===== src/rtl/core/fvsm_pkg.sv =====
`timescale 1ns / 1ps
package fvsm_pkg;
   typedef enum logic [2:0] {
      OP_WRITE = 3'd0,
      OP_START = 3'd1,
      OP_STOP  = 3'd2,
      OP_VOL   = 3'd3,
      OP_STOP_ALL = 3'd4,
      OP_MIX   = 3'd5
   } opcode_type;

   localparam int unsigned REQ_TDATA_W = 104;
   localparam int unsigned RSP_TDATA_W = 16;
   localparam logic [0:0] ADDR_OUTPUT_RATE = 1'b0;
   localparam logic [15:0] RATE_RESET = 16'd22050;
   localparam int signed SAT_MIN = -128;
   localparam int signed SAT_MAX = 127;
endpackage


===== src/rtl/core/fvsm_divider.sv =====
`timescale 1ns / 1ps
module fvsm_divider import fvsm_pkg::*; #(
   parameter int FRAC_BITS = 16
) (
   input  logic        clock,
   input  logic        reset,
   input  logic        start,
   input  logic [15:0] numer,
   input  logic [15:0] denom,
   output logic        done,
   output logic [31:0] quot
);
   localparam int NW = 16 + FRAC_BITS;
   localparam int CW = $clog2(NW + 1);

   logic [NW-1:0] num_ff, num_in;
   logic [16:0]   rem_ff, rem_in;
   logic [15:0]   den_ff, den_in;
   logic [CW-1:0] cnt_ff, cnt_in;
   logic          busy_ff, busy_in;
   logic [16:0]   trial;

   always_comb begin
      num_in  = num_ff;
      rem_in  = rem_ff;
      den_in  = den_ff;
      cnt_in  = cnt_ff;
      busy_in = busy_ff;
      trial   = {rem_ff[15:0], num_ff[NW-1]};
      if (start) begin
         num_in  = {numer, {FRAC_BITS{1'b0}}};
         rem_in  = '0;
         den_in  = (denom == 16'd0) ? 16'd1 : denom;
         cnt_in  = CW'(NW);
         busy_in = 1'b1;
      end else if (busy_ff) begin
         // one restoring step per cycle
         if (trial >= {1'b0, den_ff}) begin
            rem_in = trial - {1'b0, den_ff};
            num_in = {num_ff[NW-2:0], 1'b1};
         end else begin
            rem_in = trial;
            num_in = {num_ff[NW-2:0], 1'b0};
         end
         cnt_in = cnt_ff - 1'b1;
         if (cnt_ff == CW'(1)) busy_in = 1'b0;
      end
   end

   always_ff @(posedge clock) begin
      num_ff <= num_in;
      rem_ff <= rem_in;
      den_ff <= den_in;
      if (reset) begin
         cnt_ff  <= '0;
         busy_ff <= 1'b0;
      end else begin
         cnt_ff  <= cnt_in;
         busy_ff <= busy_in;
      end
   end

   assign done = busy_ff && (cnt_ff == CW'(1));
   assign quot = 32'(num_in);
endmodule


===== config.mk =====
export PLATFORM = sky130hd
export DESIGN_NAME = fvsm_divider
export DESIGN_NICKNAME = d
export VERILOG_FILES = /design/src/rtl/core/fvsm_pkg.sv /design/src/rtl/core/fvsm_divider.sv
export SDC_FILE = /design/constraint.sdc
export NUM_CORES = 1
export LEC_CHECK = 0
export BUFFER_PORTS_ARGS = -buffer_cell sky130_fd_sc_hd__buf_2
export CAP_MARGIN = 20
export CORE_AREA = 4 4 87 89
export CTS_CLUSTER_DIAMETER = 60
export DETAILED_ROUTE_END_ITERATION = 12
export DIE_AREA = 0 0 91 93
export PLACE_DENSITY_LB_ADDON = 0.25
export SKIP_LAST_GASP = 1
export SLEW_MARGIN = 20
export SYNTH_ARGS = -nofsm -noshare
export SYNTH_HDL_FRONTEND = slang
export SYNTH_SLANG_ARGS = --single-unit

===== constraint.sdc =====
create_clock -name clock -period 3.5 [get_ports clock]
set_clock_uncertainty 0.2 [all_clocks]
set_input_delay 1.05 -clock clock [delete_from_list [all_inputs] [get_ports clock]]
set_output_delay 1.05 -clock clock [all_outputs]
set_load 0.01 [all_outputs]

==> results.md <==
- Status: finished, violations left
- Failing checks: setup timing
- IO Port Bufs: 67
- Die H: 93 um
- Mapped Area: 3660 um2
- Min Hold Slack: 0.307 ns
- CTS Sinks: 71
- Final nets: 505
- HPWL after DPL: 5680 um
- Worst Path Buf+Inv: 2
- Cts bufs inserted: 9
- Fraction of final layout cells with drive strength greater than 1: 25.9%
- Post-route ant nets: 0
- DR pass1 iterations: 4
- Detailed Route WL: 7860 um
- Max stage delay on crit path: 0.37 ns
- Final setup violation count: 1
- R2r setup slk: 0.89 ns
- Drt wl/cell: 14.7 um
- WHS Endpoint: rem_ff[14]
- Post-synth EDFFs: 16
- DRT iter0 DRCs: 127
- Leakage power total: 1.93 nW
- Setup repair after global routing missed its margin: true
- Vias per cell: 5.58
- IO Pins: 68
- Worst Setup Slack, final: -0.110 ns
- Hold crit path type: flip-flop to flip-flop
- Critical path type: flip-flop to output pin
- Placer Congestion: 0.907
- FILL cells: 544
- CTS tree: yes
- Syn_nets: 446
- Core Rows: 30
- CP Capture Type: output pin
- Synth Warn #: 0
- Placed Area: 4050 um2
- Reg clk slew, reported paths: 0.08 ns
- Worst Hold Launch: rem_ff[14]
- Die X: 91 um
- Setup TNS: -0.110 ns
- Slowest CP cell: edfxtp_1
- Register area: 1580 um2
- Max Clk Rate: 277 MHz
- R2r endpoint: rem_ff[9]
- Area of the core: 6760 um2
- Root Driver: clkbuf_8
- Design Area, Final: 4400 um2
- Ant. Diodes: 0
- Top_reg_cell synth: dfxtp_1
- Cell Pwr Density: 487 nW/um2
- Global-route wire length before repair: 13200 um
- CP cell instances: inv_2 -> ha_4 -> nor2b_4 -> o2111ai_2 -> a211o_2 -> a31o_4 -> and2_4 -> a211oi_2 -> buf_2
- Fin. Hold Viols: 0
- Skew-Pair Late Insertion Delay: 0.34 ns
- Hold Crit Depth: 2
- Unique masters post-synth: 53
- Largest net degree at the start of global routing: 31
- DRC Markers: 0
- Slew HR: 68.0%
- Initial Util: 54.2%
- Maxcap violations: 0
- Synth Register Bits: 71
- Slew Viols, Final: 0
- DIE AREA: 8460 um2
- Clock tree buffer depth: 2
- Post-Syn Instances: 392
- Hold_buf cts: 0
- Area growth, synth to finish: 20.2%
- Total grt overflow: 0
- GRT Total Usage: 19.2%
- Slew @ Worst Pin: 0.475 ns
- Worst reg2reg path depth: 10
- Htree depth: 3
- Total chip power: 2.14 mW
- Vias: 2993
- Final period utilization: 103%
- Place WS: 0.0839 ns
- Mean post-synth cell area: 9.34 um2
- CP Max Fanout: 2
- Post-synthesis sequential area ratio: 43.2%
- CP Launch Type: flip-flop
- Period minus WS final: 3.61 ns
- R2R Path Start: den_ff[1]
- Initial antenna violation count: 0
- Multi-input logic area: 1940 um2
- Worst path required time: 2.25 ns
- Number of global-route vias before repair: 2882
- Critical path's top delay family: compound AO/OA/AOI/OAI gates
- Critical path arrival: 2.36 ns
- Maximum VDD drop: 0.366 mV
- Async set-reset flop share out of synthesis: 0%
## worst min-delay path, delay by kind of cell (launching register included)
| kind | cells | cell delay, ns |
|---|---|---|
| flops | 1 | 0.34 |
| simple gates | 1 | 0.07 |
| compound gates | 1 | 0.05 |
## worst max path at each step
stage,cells after the start,start,to
2_1_floorplan,9,den_ff[1],quot[0]
3_3_place_gp,9,den_ff[1],quot[0]
5_1_grt,9,den_ff[1],quot[0]
6_report,9,den_ff[1],quot[0]
4_1_cts,9,den_ff[1],quot[0]
3_5_place_dp,9,den_ff[1],quot[0]
## flip-flops by register name, indices dropped and copies added, names as in the netlist
| signal | count |
|---|---|
| num_ff | 32 |
| den_ff | 16 |
| rem_ff | 16 |
| cnt_ff | 6 |
| busy_ff | 1 |
## cell usage after synthesis, types with 5 or more instances
cell / number / area share [%]
nand2_1: 37 / 3.8
edfxtp_1: 16 / 13
o21ai_0: 25 / 3.4
a31oi_1: 7 / 1.2
mux2i_1: 33 / 9.0
a311oi_1: 7 / 1.7
nand2b_1: 5 / 0.85
nor4_1: 6 / 1.0
dfxtp_1: 55 / 30
clkbuf_1: 28 / 2.9
nand3_1: 6 / 0.82
xnor2_1: 11 / 2.6
nor3_1: 8 / 1.1
inv_1: 24 / 2.5
nor2_1: 35 / 3.6
xor2_1: 7 / 1.7
a21oi_1: 10 / 1.4
ha_1: 18 / 6.2
## cell type report
cell class,instances,share of cell area [%]
well taps,80,2.28
multi-input cells,264,44.1
clock inverters,4,1.28
clock buffers,12,4.04
flip-flops and latches,71,36.0
inverters,24,2.05
repair buffers,81,10.3
## stage by stage
step	cells	utilization [%]
detailed placement	517	59.9
finish	536	65.1
floorplan	392	-
CTS	535	64.3
global placement	517	59.9
global route	536	65.1
## cell usage in the layout, fill, tap and decap left out, types with 8 or more instances in the layout
| cell | Yosys | final |
|---|---|---|
| a21oi_1 | 10 | 10 |
| buf_2 | 0 | 67 |
| buf_4 | 1 | 13 |
| clkbuf_8 | 0 | 9 |
| dfxtp_1 | 55 | 54 |
| edfxtp_1 | 16 | 16 |
| ha_1 | 18 | 12 |
| inv_1 | 24 | 23 |
| mux2i_1 | 33 | 33 |
| nand2_1 | 37 | 37 |
| nor2_1 | 35 | 35 |
| nor3_1 | 8 | 8 |
| o21ai_0 | 25 | 25 |
| xnor2_1 | 11 | 11 |
## repair_timing
action | 4_1_cts | 5_1_grt
setup buffers | 2 | 1
endpoints found under the hold margin | 0 | 0
pin swaps | 2 | 4
gates resized for setup | 7 | 6
endpoints found under the setup margin | 1 | 1
## cell families after synthesis
family	synth area share, %
and+or+nand+nor	14.5
AOI/OAI and AO/OA	15.9
DFF	43.2
buffers and inverters	6.36
muxes	9.02
adders and majority gates	6.70
xor gates and xnor gates	4.31
## power by group
part / leakage (nW) / total, mW / switching (mW) / internal (mW)
Combinational: 1.20 / 0.470 / 0.259 / 0.211
Sequential: 0.610 / 0.935 / 0.0377 / 0.898
Clock: 0.117 / 0.737 / 0.315 / 0.421
## routing by layer
layer	wire (um)	share of wire, %	GRT usage [%]
met2	3780	48	32.6
met5	0	0	0
met1	3420	44	23.2
met3	480	6.1	4.99
met4	172	2.2	7.66
Note: power is estimated with default switching activity, not from simulation.
